File: config.mk
export PLATFORM = sky130hd
export DESIGN_NAME = rmsn_ram
export DESIGN_NICKNAME = d
export VERILOG_FILES = /design/src/rmsn_ram.sv
export SDC_FILE = /design/constraint.sdc
export NUM_CORES = 2
export LEC_CHECK = 0
export BUFFER_PORTS_ARGS = -buffer_cell sky130_fd_sc_hd__buf_2
export CORE_MARGIN = 5
export CORE_UTILIZATION = 40
export CTS_BUF_LIST = sky130_fd_sc_hd__clkbuf_8
export DETAILED_ROUTE_END_ITERATION = 8
export PLACE_DENSITY = 0.64
export SLEW_MARGIN = 30
export SYNTH_ARGS = -nofsm -noshare
export SYNTH_HDL_FRONTEND = slang
export SYNTH_SLANG_ARGS = --single-unit
File: constraint.sdc
create_clock -name clk_i -period 7.8 [get_ports clk_i]
set_input_delay 0.39 -clock clk_i [delete_from_list [all_inputs] [get_ports clk_i]]
set_output_delay 0.39 -clock clk_i [all_outputs]
set_load 0.05 [all_outputs]
File: src/rmsn_ram.sv
module rmsn_ram #(
  parameter int unsigned WIDTH = 32,
  parameter int unsigned DEPTH = 64
) (
  input  logic                     clk_i,
  input  logic                     we_i,
  input  logic [$clog2(DEPTH)-1:0] waddr_i,
  input  logic [WIDTH-1:0]         wdata_i,
  input  logic [$clog2(DEPTH)-1:0] raddr_i,
  output logic [WIDTH-1:0]         rdata_o
);

  logic [WIDTH-1:0] mem_q [DEPTH];
  logic [WIDTH-1:0] rdata_q;

  always_ff @(posedge clk_i) begin
    if (we_i) begin
      mem_q[waddr_i] <= wdata_i;
    end
    rdata_q <= mem_q[raddr_i];
  end

  assign rdata_o = rdata_q;

endmodule

# Yosys cells after proc, flatten, opt, wreduce, memory -nomap -nowiden
# Memory sizes are Yosys's and may differ from the RTL's. A register that Yosys moved wholly into a read port is not among the register bits.
# Index checks and enable logic that the tools add are counted.
dict set report word_totals {
  ff_bits 0
  latchBits 0
  ramBits 2048
  romBits 0
  output_inout_bits 32
  mem_count 1
}
# memory depth word_bits read_ports rd_ports_with_merged_regs write_ports line
set mem_list {}
lappend mem_list {mem_q 64 32 1 1 1 13} ;# logic [WIDTH-1:0] mem_q [DEPTH];
dict set report classes {
  add_sub_neg 0
  mul 0
  div 0
  magnitude_cmp 0
  n_eq_ne 0
  n_shift 0
  mux 2
  n_bitwise 0
  n_reduce_logical 0
}
# cell n
set ops {}
lappend ops {{1-bit 2-to-1 mux} 2}

# Depth between registers and ports, before layout
dict set report logic_depth {
  depth_word 2
  depth_mapped 10
  mapped_depth_nobuf 5
}

# Worst setup path before layout
# No wires, ideal clock.
dict set report synth_path {
  kind {input to register}
  start {input waddr_i[3]}
  end {memory mem_q[48][0] (enable)}
  setup_ps 461
  t_arrival_ps 3089
  path_slack_ps 4250
  stages 4
  cell_sequence {clkbuf_1 nor2b_1 nand4b_1 nor3_1}
}
# element line
set synth_rtl {}
lappend synth_rtl {{from (decl)} 7} ;# input logic [$clog2(DEPTH)-1:0] waddr_i,
lappend synth_rtl {{to (decl)} 13}
# Straight into the memory's write port.

==> results.md <==
* Hold Path Cell Cnt at 2
* Antenna Nets Post-Route at 0
* R2R depth at 4
* FF-to-FF setup slack at 5.37 ns
* Vias at between 30000 and 40000
* DR iter-0 viols at 3925
* Top Ports at between 70 and 80
* Die width at between 400 and 500 microns
* Hold path start: wdata_i[2]
* Max Cap Viol at 0
* RSZ-0062 raised after global routing: no
* Sw power at 4.967 mW
* Clock Path Buffers at 4
* Number of synthesized flops with an enable pin at 2048
* Crit. End Element: flip-flop
* Worst R2R Start: mem_q[2][30]
* Fin crit period at about 3.0 ns
* Vias in the first global route at 38250
* Final setup TNS at 0 ns
* Hold Violations, Final at 0
* Synth Area in Adders at 0%
* Vias/cell at 5.703
* Port bufs at just under 80
* Total CTS buffers at 341
* Worst slew margin at 36.59%
* Worst skew pair latency at 1.01 ns
* Asr flop ratio synth at 0%
* Critical path launch point type: primary input
* Placer congestion estimate at 0.7598
* Largest family of logic cells by synthesized area: multiplexers
* Site row count at between 150 and 200
* Synth unique cells at 34
* Cell Area, Synth at 78520 sq um
* Layout cell share with drive strength beyond 1 at between 30% and 40%
* Internal power at between 15 and 20 mW
* Synth Register Bits at 2080
* Largest net degree at the start of global routing at approximately 130
* Switch share at between 20% and 30%
* WP data arrival at around 3.8 ns
* Worst slew pin tran at 0.9486 ns
* Flop pwr share at between 50% and 60%
* Setup Buffers After CTS at 0
* FF/Latch Area at 62140 sq um
* Hold Crit Class: primary input to flip-flop
* Core Area at 195200 sq um
* Final period util at about two fifths
* Leak at about 28 nW
* Comb power frac at under 10%
* Pre-Repair DR Iteration Count at 6
* WL per Instance at 30.09 microns
* Final clock skew at ~0.058 ns
* Post-Synth XOR/XNOR Area at 0%
* Pwr Density at 249.7 nW/um^2
* Die height at approximately 450 microns
* Synth warn at 0
* Max-slew violations at 0
* Outcome: completed
* Cells after Synth at ~3300
* Starting density of the core at approximately two fifths
* Maximum VDD drop at roughly 0.00015 V
* Synth Flop Type: edfxtp_1
* Initial antenna violation count at 14
* Drt total wl at between 150000 and 200000 microns
* Fraction of the mapped netlist area in compound gates at roughly 1.7%
* WP data required at around 8.6 ns
* Max Clock Freq at ~0.34 GHz
* Clock-pin transition on the worst setup and hold timing paths at ~0.06 ns
* Clock root buffer master: clkbuf_8
* Synthesized net count at between 3000 and 4000
* Setup violators final at 0
* TritonCTS clock tree: yes
* Clk network pwr share at between 30% and 40%
* Multi-input gate area at between 15000 and 20000 sq um
* Clock sink count at ~2100
* H-Tree Depth at 5
* Post-cts gate resize count at 0
* Placed Cells at around 6000
* Layout area overhead at 13.77%
* Die Area at between 200000 and 250000 sq um
* First-pass GRT wire length at between 200000 and 300000 microns
* Reg-to-reg endpoint: rdata_o[30]
* Hold Path End: mem_q[42][2]
* Syn Area/Cell at roughly 24 sq um
* Setup CP Type: primary input to flip-flop
* Sequential area share after synthesis at 79.14%
* Total GRT Usage at a little under a fifth
* Fill count at ~16000
* Crit-path max FO at 78
* Non-filler instance count after layout at between 6000 and 7000
* Nets at approximately 3800
* Mux share of post-synthesis cell area at between 10% and 20%
* Gr ovfl total at 0
* Simple-gate share of the synthesized area at approximately 1.3%
* Number of remaining DRC errors at 0
* Final HPWL DP at between 100000 and 150000 microns
## cells in the mapped netlist, types with 2 or more instances
cell	n	area share, %
o32ai_1	4	0.045
a21oi_1	62	0.40
buf_6	5	0.072
buf_4	25	0.24
mux2i_1	93	1.2
and2_1	2	0.016
nand3b_1	5	0.048
buf_2	57	0.36
nor2_1	137	0.65
nand2b_1	8	0.064
o221ai_1	27	0.30
a311oi_1	8	0.089
a22oi_1	12	0.11
nor3_1	7	0.045
clkbuf_1	74	0.35
mux4_2	544	16
or3b_1	2	0.022
or3_1	3	0.024
and3_1	4	0.032
or3b_2	3	0.033
a41o_1	4	0.051
buf_1	21	0.10
dfxtp_1	32	0.82
nor2b_1	15	0.12
nand3_1	5	0.032
edfxtp_1	2048	78
nand4_1	2	0.016
nand2_1	26	0.12
o22ai_1	84	0.67
## cells by family after synthesis
logic type / Yosys count
flip-flops: 2080
multiplexers: 637
AND/OR/NAND/NOR: 223
AO/OA/AOI/OAI: 202
buffers and inverters: 182
## flip-flops by register name, indices dropped and copies added (netlist names)
name / flops
mem_q: 2048
rdata_o: 32
## power by group through the flow
stage	clock, mW	combinational [mW]	sequential [mW]
global placement	0	1.16	12.7
global route	9.40	1.25	12.4
detailed placement	0	1.17	12.7
finish	8.68	1.18	12.4
CTS	8.87	1.19	12.4
floorplan	0	0.602	12.7
## stage by stage
step | worst slack [ns] | area (sq um) | power, mW | hold WS (ns) | util (%)
2_1_floorplan | 4.250 | 78520 | 13.32 | 0.4889 | -
3_3_place_gp | 3.719 | 82730 | 13.84 | 0.7329 | 42.38
3_5_place_dp | 3.716 | 82770 | 13.86 | 0.7373 | 42.40
4_1_cts | 4.833 | 89140 | 22.50 | 0.006709 | 45.66
5_1_grt | 4.746 | 89320 | 23.09 | 0.06184 | 45.76
6_report | 4.815 | 89330 | 22.30 | 0.1314 | 45.76
## per-layer routing
layer / up-vias / GRT usage, % / share of wire [%]
met5: - / 0.3032 / 0.0066
met2: 1971 / 30.12 / 48
met4: 2 / 6.908 / 3.0
met1: 20120 / 26.31 / 39
met3: 348 / 4.663 / 9.3
li1: 15080 / - / -
## area by class of cell
cell class                      count  area share [%]
Antenna cell                       10         0.02801
Clock inverter                    213           1.161
Multi-Input combinational cell   1062           17.88
Clock buffer                      370           5.701
Tap cell                         2624           3.675
Timing Repair Buffer              220           1.988
Sequential cell                  2080           69.57
## worst max-delay path by stage
stage | startpoint | endpoint | slack [ns] | depth (start not counted)
after floorplan | waddr_i[3] | mem_q[48][0] | 4.25 | 4
after global placement | raddr_i[0] | rdata_o[12] | 3.72 | 8
after detailed placement | raddr_i[0] | rdata_o[30] | 3.72 | 6
after CTS | raddr_i[0] | rdata_o[30] | 4.83 | 6
after global routing | raddr_i[0] | rdata_o[2] | 4.75 | 7
final | raddr_i[0] | rdata_o[30] | 4.82 | 7
## cells in the final DEF (no fill, tap or decap), types with 4 or more instances in the layout
| master | instances |
|---|---|
| buf_2 | 49 |
| a21oi_1 | 62 |
| clkbuf_8 | 370 |
| nor2b_1 | 14 |
| o32ai_1 | 4 |
| o221ai_1 | 27 |
| nand2b_1 | 7 |
| mux4_2 | 544 |
| nand3_1 | 5 |
| nand2_1 | 26 |
| a41o_1 | 4 |
| buf_12 | 9 |
| mux2i_1 | 93 |
| dfxtp_1 | 32 |
| and3_1 | 4 |
| inv_1 | 112 |
| bufinv_16 | 6 |
| nand3b_1 | 5 |
| nor2_4 | 62 |
| a22oi_1 | 12 |
| o22ai_1 | 84 |
| edfxtp_1 | 2048 |
| nor2_1 | 74 |
| clkinv_2 | 35 |
| a311oi_1 | 8 |
| inv_6 | 4 |
| clkinv_1 | 52 |
| buf_4 | 122 |
| dlygate4sd3_1 | 35 |
| diode_2 | 10 |
| nor3_1 | 5 |
## critical path, cell delays in order
cell and delay (ns):
buf_8 0.30, buf_16 0.35, buf_12 0.55, mux4_2 0.60, mux4_2 0.51, o22ai_1 0.61
nor2_1 0.28
## what timing repair did
| item | in CTS | in global routing |
|---|---|---|
| hold buffers | 24 | 11 |
| hold endpoints to repair | 1012 | 704 |
| setup endpoints to repair | 0 | 0 |
Note: power is estimated with default switching activity, not from simulation.
