===== src/rmsn_pkg.sv =====
package rmsn_pkg;

  localparam int unsigned MAX_LENGTH_DEF = 64;

  localparam int unsigned DATA_W    = 16;
  localparam int unsigned PROD_W    = 32;
  localparam int unsigned LEN_W     = 7;
  localparam int unsigned EPS_W     = 16;
  localparam int unsigned CFG_IDX_W = 1;
  localparam int unsigned CFG_W     = 16;
  localparam int unsigned SUM_W     = 37;
  localparam int unsigned SCALE_W   = 37;
  localparam int unsigned DEN_W     = 37;
  localparam int unsigned ITER_W    = 74;
  localparam int unsigned REM_W     = 40;
  localparam int unsigned STEP_W    = 7;
  localparam int unsigned SPLIT_W   = 19;
  localparam int unsigned MUL_W     = PROD_W + SPLIT_W;
  localparam int unsigned WIDE_W    = 70;
  localparam int unsigned FRAC_SH   = 36;
  localparam int unsigned SAT_BIT   = 52;

  localparam logic [LEN_W-1:0] LEN_RST = LEN_W'(64);
  localparam logic [EPS_W-1:0] EPS_RST = EPS_W'(1);

  localparam logic [STEP_W-1:0] STEPS_MEAN  = STEP_W'(SUM_W);
  localparam logic [STEP_W-1:0] STEPS_RECIP = STEP_W'(ITER_W);
  localparam logic [STEP_W-1:0] STEPS_ROOT  = STEP_W'(ITER_W / 2);

  typedef enum logic [CFG_IDX_W-1:0] {
    REG_LENGTH  = 1'b0,
    REG_EPSILON = 1'b1
  } reg_idx_e;

  typedef enum logic {
    MODE_DIV  = 1'b0,
    MODE_SQRT = 1'b1
  } iter_mode_e;

  typedef enum logic [3:0] {
    ST_LOAD,
    ST_MEAN,
    ST_RECIP,
    ST_ROOT,
    ST_RD,
    ST_ABS,
    ST_MUL_LO,
    ST_MUL_HI,
    ST_OUT
  } state_e;

  typedef struct packed {
    logic              start;
    iter_mode_e        mode;
    logic [STEP_W-1:0] steps;
  } iter_cmd_t;

endpackage


===== src/rmsn_iter_unit.sv =====
// shift-subtract unit: restoring divide (1 bit/cycle) or integer sqrt (2 bits/cycle)
module rmsn_iter_unit
  import rmsn_pkg::*;
(
  input  logic              clk_i,
  input  logic              rst_ni,
  input  iter_cmd_t         cmd_i,
  input  logic [ITER_W-1:0] num_i,
  input  logic [DEN_W-1:0]  den_i,
  output logic              done_o,
  output logic [ITER_W-1:0] res_o
);

  logic              busy_q, done_q;
  logic [STEP_W-1:0] cnt_q;
  logic [ITER_W-1:0] n_q, q_q;
  logic [REM_W-1:0]  r_q;
  logic [DEN_W-1:0]  den_q;
  iter_mode_e        mode_q;

  logic [REM_W-1:0] shifted, sub;
  logic [REM_W:0]   diff;
  logic             ge;

  always_comb begin
    if (mode_q == MODE_SQRT) begin
      shifted = {r_q[REM_W-3:0], n_q[ITER_W-1 -: 2]};
      sub     = REM_W'({q_q[SCALE_W-1:0], 2'b01});
    end else begin
      shifted = {r_q[REM_W-2:0], n_q[ITER_W-1]};
      sub     = REM_W'(den_q);
    end
    diff = {1'b0, shifted} - {1'b0, sub};
    ge   = ~diff[REM_W];
  end

  always_ff @(posedge clk_i or negedge rst_ni) begin
    if (!rst_ni) begin
      busy_q <= 1'b0;
      done_q <= 1'b0;
      cnt_q  <= '0;
    end else begin
      done_q <= busy_q && (cnt_q == STEP_W'(1));
      if (cmd_i.start) begin
        busy_q <= 1'b1;
        cnt_q  <= cmd_i.steps;
      end else if (busy_q) begin
        cnt_q <= cnt_q - STEP_W'(1);
        if (cnt_q == STEP_W'(1)) begin
          busy_q <= 1'b0;
        end
      end
    end
  end

  always_ff @(posedge clk_i) begin
    if (cmd_i.start) begin
      n_q    <= num_i;
      r_q    <= '0;
      q_q    <= '0;
      den_q  <= den_i;
      mode_q <= cmd_i.mode;
    end else if (busy_q) begin
      n_q <= (mode_q == MODE_SQRT) ? (n_q << 2) : (n_q << 1);
      r_q <= ge ? diff[REM_W-1:0] : shifted;
      q_q <= {q_q[ITER_W-2:0], ge};
    end
  end

  assign done_o = done_q;
  assign res_o  = q_q;

endmodule

===== config.mk =====
export PLATFORM = sky130hd
export DESIGN_NAME = rmsn_iter_unit
export DESIGN_NICKNAME = d
export VERILOG_FILES = /design/src/rmsn_pkg.sv /design/src/rmsn_iter_unit.sv
export SDC_FILE = /design/constraint.sdc
export NUM_CORES = 1
export LEC_CHECK = 0
export BUFFER_PORTS_ARGS = -buffer_cell sky130_fd_sc_hd__buf_4
export CAP_MARGIN = 30
export CORE_MARGIN = 5
export CORE_UTILIZATION = 39
export DETAILED_ROUTE_END_ITERATION = 10
export SLEW_MARGIN = 10
export SYNTH_ARGS = -nofsm -noshare
export SYNTH_HDL_FRONTEND = slang
export SYNTH_SLANG_ARGS = --single-unit

===== constraint.sdc =====
create_clock -name clk_i -period 6.05 [get_ports clk_i]
set_input_delay 1.21 -clock clk_i [delete_from_list [all_inputs] [get_ports clk_i]]
set_output_delay 1.21 -clock clk_i [all_outputs]
set_load 0.01 [all_outputs]

== Word level (Yosys, flattened, before mapping) ==
Index checks and enable logic that the tools add are counted.

* Add/sub/neg operators: 2
* Equal/unequal tests: 1
* Muxes and demuxes: 11
* Bitwise operators: 1
* Reduce and logical (&&, ||, !) cells: 2

{| class="wikitable"
|+ Operators with widths
! kind !! number
|-
| two-way mux 74 bit || 3
|-
| two-way mux 39 bit || 2
|-
| subtractor 40 x 39 -> 41 bit || 1
|-
| two-way mux 40 bit || 1
|-
| two-way mux 7 bit || 2
|-
| == test 7 x 1 -> 1 bit (second input constant) || 1
|-
| subtractor 7 x 1 -> 7 bit (second input constant) || 1
|-
| two-way mux 1 bit || 3
|-
| nonzero test 2 bit || 1
|-
| logical AND 1 bit || 1
|-
| NOT 1 bit || 1
|}

* Flip-flop bits (word level): 234
* Input bits: 122
* Output and inout port bits: 75
* Word-level logic and storage cells: 25

== Logic depth before layout (Yosys ltp) ==
* Depth in word-level cells: 4
* Mapped depth: 18
* Gate-level depth less buffers: 12

== Worst setup path before layout ==
Ideal clock, no wire load.

* Path type: reg2reg
* Start point: reg mode_q
* End point: reg r_q[10]
* Library setup time: 88 ps
* Arrival: 4251 ps
* Required time: 5962 ps
* Slack: 1711 ps
* Cell stages (with the launch flop): 17
* Path buffers: 7
* Period minus slack after synthesis: 4339 ps
* Cell sequence: edfxtp_1 -> clkbuf_1 -> buf_1 -> buf_2 -> buf_1 -> mux2i_1 -> ha_1 -> buf_2 -> nand4_1 -> or3_1 -> or4_4 -> o2111ai_4 -> and2_1 -> buf_4 -> buf_6 -> nand3_2 -> a311oi_2

* Cells in the longest elaborated chain, start to end: 3
* Elaborated cells on any way between the ends: 4
* Classes of those cells: add/sub (1); mux (3)

{| class="wikitable"
|+ RTL lines
! item !! RTL line !! RTL
|-
| start, declared || rmsn_iter_unit.sv:19 || <nowiki>iter_mode_e mode_q;</nowiki>
|-
| start signal, assigned || rmsn_iter_unit.sv:62 || <nowiki>mode_q <= cmd_i.mode;</nowiki>
|-
| two-way mux 40 bit / two-way mux 39 bit (equally long branches) || rmsn_iter_unit.sv:26 || <nowiki>if (mode_q == MODE_SQRT) begin</nowiki>
|-
| subtractor 40 x 39 -> 41 bit || rmsn_iter_unit.sv:33 || <nowiki>diff = {1'b0, shifted} - {1'b0, sub};</nowiki>
|-
| two-way mux 39 bit * || rmsn_iter_unit.sv:65 || <nowiki>r_q <= ge ? diff[REM_W-1:0] : shifted;</nowiki>
|-
| end signal, assigned || rmsn_iter_unit.sv:65 ||
|-
| end, declared || rmsn_iter_unit.sv:17 || <nowiki>logic [REM_W-1:0] r_q;</nowiki>
|}

Mark *: on every way between the ends. The rest lies on a longest branch, timed or not.
A chain may end at the register's enable or synchronous reset.

== Worst setup path in the final report ==
* Start point: reg mode_q
* End point: reg r_q[6]

The elaborated chain is that of the path after synthesis.

==> flow_summary.yaml <==
worst_hold_path:
  min_path_type: "flip-flop to flip-flop"
  hold_depth: 2
  hold_path_end: "r_q[38]"
  hold_path.startpoint: "r_q[38]"
synth:
  muxShareOfSynthArea_pct: 18.6
  avgSynthCellArea_sq_um: 9.88
  synth_top_area_share_pct: 26.4
  ys.flop_type: "dfxtp_1"
  yosys.area_share.simple_pct: 12.4
  ys_seq_area_share_pct: 45.9
  synthTopCellsByCount: "188 x mux2i_1, 162 x nand2_1, 139 x nor2_1"
  ys_ff_latch: 234
  synthCells: 1289
  synthTopCellsByArea: "edfxtp_1 26%, dfxtp_1 18%, mux2i_1 15%, nand2_1 4.8%, o21ai_0 4.4%"
  synth-compound-area-share_pct: 13.7
  synth-adder-area-share_pct: 4.18
  yosys.area.top_type: "edfxtp_1"
  synth_top_family_by_area: "multiplexers"
  synthArstFlopShare_pct: 3.85
  synth_edf_count: 112
  synthesis.area_sq_mm: 0.0127
  ys_types: 62
  synthesis.nets: 1453
  synth_most_common_cell: "mux2i_1"
  synth-xor-area-share_pct: 1.92
  ys_warn_count: 0
critical_path:
  cp-start-kind: "flip-flop"
  cp.required_ns: 6.48
  critPathKind: "flip-flop to flip-flop"
  ff2ff_path_depth: 14
  r2r-start: "mode_q"
  r2r_slack_ns: 1.17
  cp_data_arrival_time_ns: 5.31
  startpoint: "mode_q"
  cp_max_fo: 32
  r2r-end: "r_q[6]"
  worstSetupEndpointType: "flip-flop"
final_layout:
  layout.nets: 1612
  fin_util_pct: 48.4
  final_cell_count_no_fill: 1912
  n_antenna_cell: 0
  synthToLayoutAreaGrowth_pct: 23.0
  n_fill_cell: 3093
  stdcell_area_sq_mm: 0.0157
  multi_input_area_sq_mm: 0.00648
  layout-drive-gt1-share_pct: 21.4
  regArea_sq_mm: 0.00585
pwr:
  powerDensity_mw_per_mm2: 404
  peakVddDrop_mv: 0.284
  power.leakage_nw: 7.17
drt:
  vias_per_cell: 5.27
  wirelength_um: 32500
  vias: 10100
  final_antenna_net_count: 0
  drtIter0Drc: 673
  wl_per_cell_um: 17.0
  route.detailed.drc: 0
  drt-pass1-iter-count: 6
placed_design:
  portBuffers: 196
  gp_congestion: 0.873
  post-place-ws_ns: 1.01
  dp.cells: 1858
  placed_area_sq_mm: 0.0146
  dp_hpwl_um: 23000
cts:
  cts_setup_buffers: 0
  cts_max_level: 1
  clockBufferDepth: 3
  cts_num_sinks: 234
  cts_made_buffers: 28
  cts_root_buf: "clkbuf_16"
  cts.clk_slew.worst_paths_ns: 0.06
  cts_tree: "yes"
  cts_resized: 0
  cts_hold_buf: 0
  clock_latency_ns: 0.54
floorplan:
  die_h_um: 191
  io_pins: 197
  core_sq_mm: 0.0324
  rows: 66
  initial_core_util_pct: 39.4
  dieArea_sq_mm: 0.0364
  die_w_um: 191
global_route:
  grt_pass1_vias: 9857
  grt_max_degree: 137
  grt_antenna_before_repair: 1
  track_usage_pct: 17.2
  grt_pass1_wl_um: 52500
  grt.overflow.total: 0
sta:
  drv_slew: 0
  relSlewSlack_pct: 36.5
  skew_ns: 0.00876
  worst_pin_slew_ns: 0.953
  period_share_pct: 80.6
  hold_viol: 0
  tns_ns: 0
  rsz0062_at_grt: "false"
  finalWorstSetupSlack_ns: 1.17
  min_period_ns: 4.88
  setup_viol: 0
  fmax_mhz: 205
flow_run:
  maxCapViolCount: 0
outcome:
  status: "finished, final reports clean"
## critical path, cell delays in order (launching register included)
cell and delay, ns:
edfxtp_1 0.69, buf_16 0.23, buf_12 0.22, mux2_2 0.37
ha_1 0.34, and2_1 0.17, nand3_1 0.10, a211oi_1 0.69
nor2_1 0.21, o2111ai_4 0.42, and2_1 0.55, buf_8 0.23
buf_4 0.18, nand2_1 0.07, a311oi_1 0.27
## registers in the layout (all words and copies together), names as in the netlist
signal  flops
busy_q      1
cnt_q       7
den_q      37
done_o      1
mode_q      1
n_q        74
r_q        39
res_o      74
## cell type report
cell class	instances	area share, %
Timing Repair Buffer	213	10.7
Sequential cell	234	37.4
Inverter	18	0.431
Tap cell	442	3.53
Clock buffer	40	5.37
Clock inverter	12	1.22
Multi-Input combinational cell	953	41.3
## worst max-delay path by stage
stage	end	slack [ns]	cells past startpoint
floorplan	r_q[10]	1.71	16
global placement	r_q[0]	0.88	12
detailed placement	r_q[6]	1.01	13
CTS	r_q[6]	0.94	13
global route	r_q[3]	0.77	14
finish	r_q[6]	1.17	14
## cell families (layout without fill, tap and decap cells)
group | after synthesis | after routing
xor+xnor | 28 | 28
buf+inv | 102 | 283
mux | 231 | 231
flops | 234 | 234
fa+ha+maj | 42 | 42
compound gates | 275 | 275
simple gates | 377 | 377
## power breakdown
group	leakage [nW]	total, mW	internal, mW	switching [mW]
Sequential	2.21	2.00	1.87	0.125
Combinational	4.45	2.48	1.02	1.46
Clock	0.503	1.85	1.18	0.667
Total	7.17	6.32	4.07	2.26
## layout by cell type, fill, tap and decap left out, types with 7 or more instances in the layout
cell type	count
o211ai_1	9
ha_1	41
a211oi_1	14
edfxtp_1	112
xnor2_1	19
o21bai_1	12
a32oi_1	7
mux2_2	43
dfrtp_1	8
buf_4	206
nand4_1	11
clkbuf_16	32
xor2_1	9
dfxtp_1	113
or3_1	11
nor2_1	139
nand2_1	162
o21ai_0	113
nand3_1	24
a311oi_1	14
nor3_1	8
a21o_1	13
clkbuf_1	7
mux2i_1	188
a21oi_1	53
inv_1	17
## layer usage
metal  global-route usage (%)  wire (um)  up-vias
li1                         -          -     5001
met1                     25.3      15500     4726
met2                     26.9      14500      309
met3                     3.09       2000       37
met4                     3.34        479        2
met5                        0         11        -
## per-stage QoR
step | hold slack [ns] | power [mW]
after floorplan | 0.421 | 3.87
after global placement | 0.439 | 4.43
after detailed placement | 0.439 | 4.45
after CTS | 0.453 | 6.33
after global routing | 0.455 | 6.74
final | 0.451 | 6.32
(Power assumes the default switching activity.)
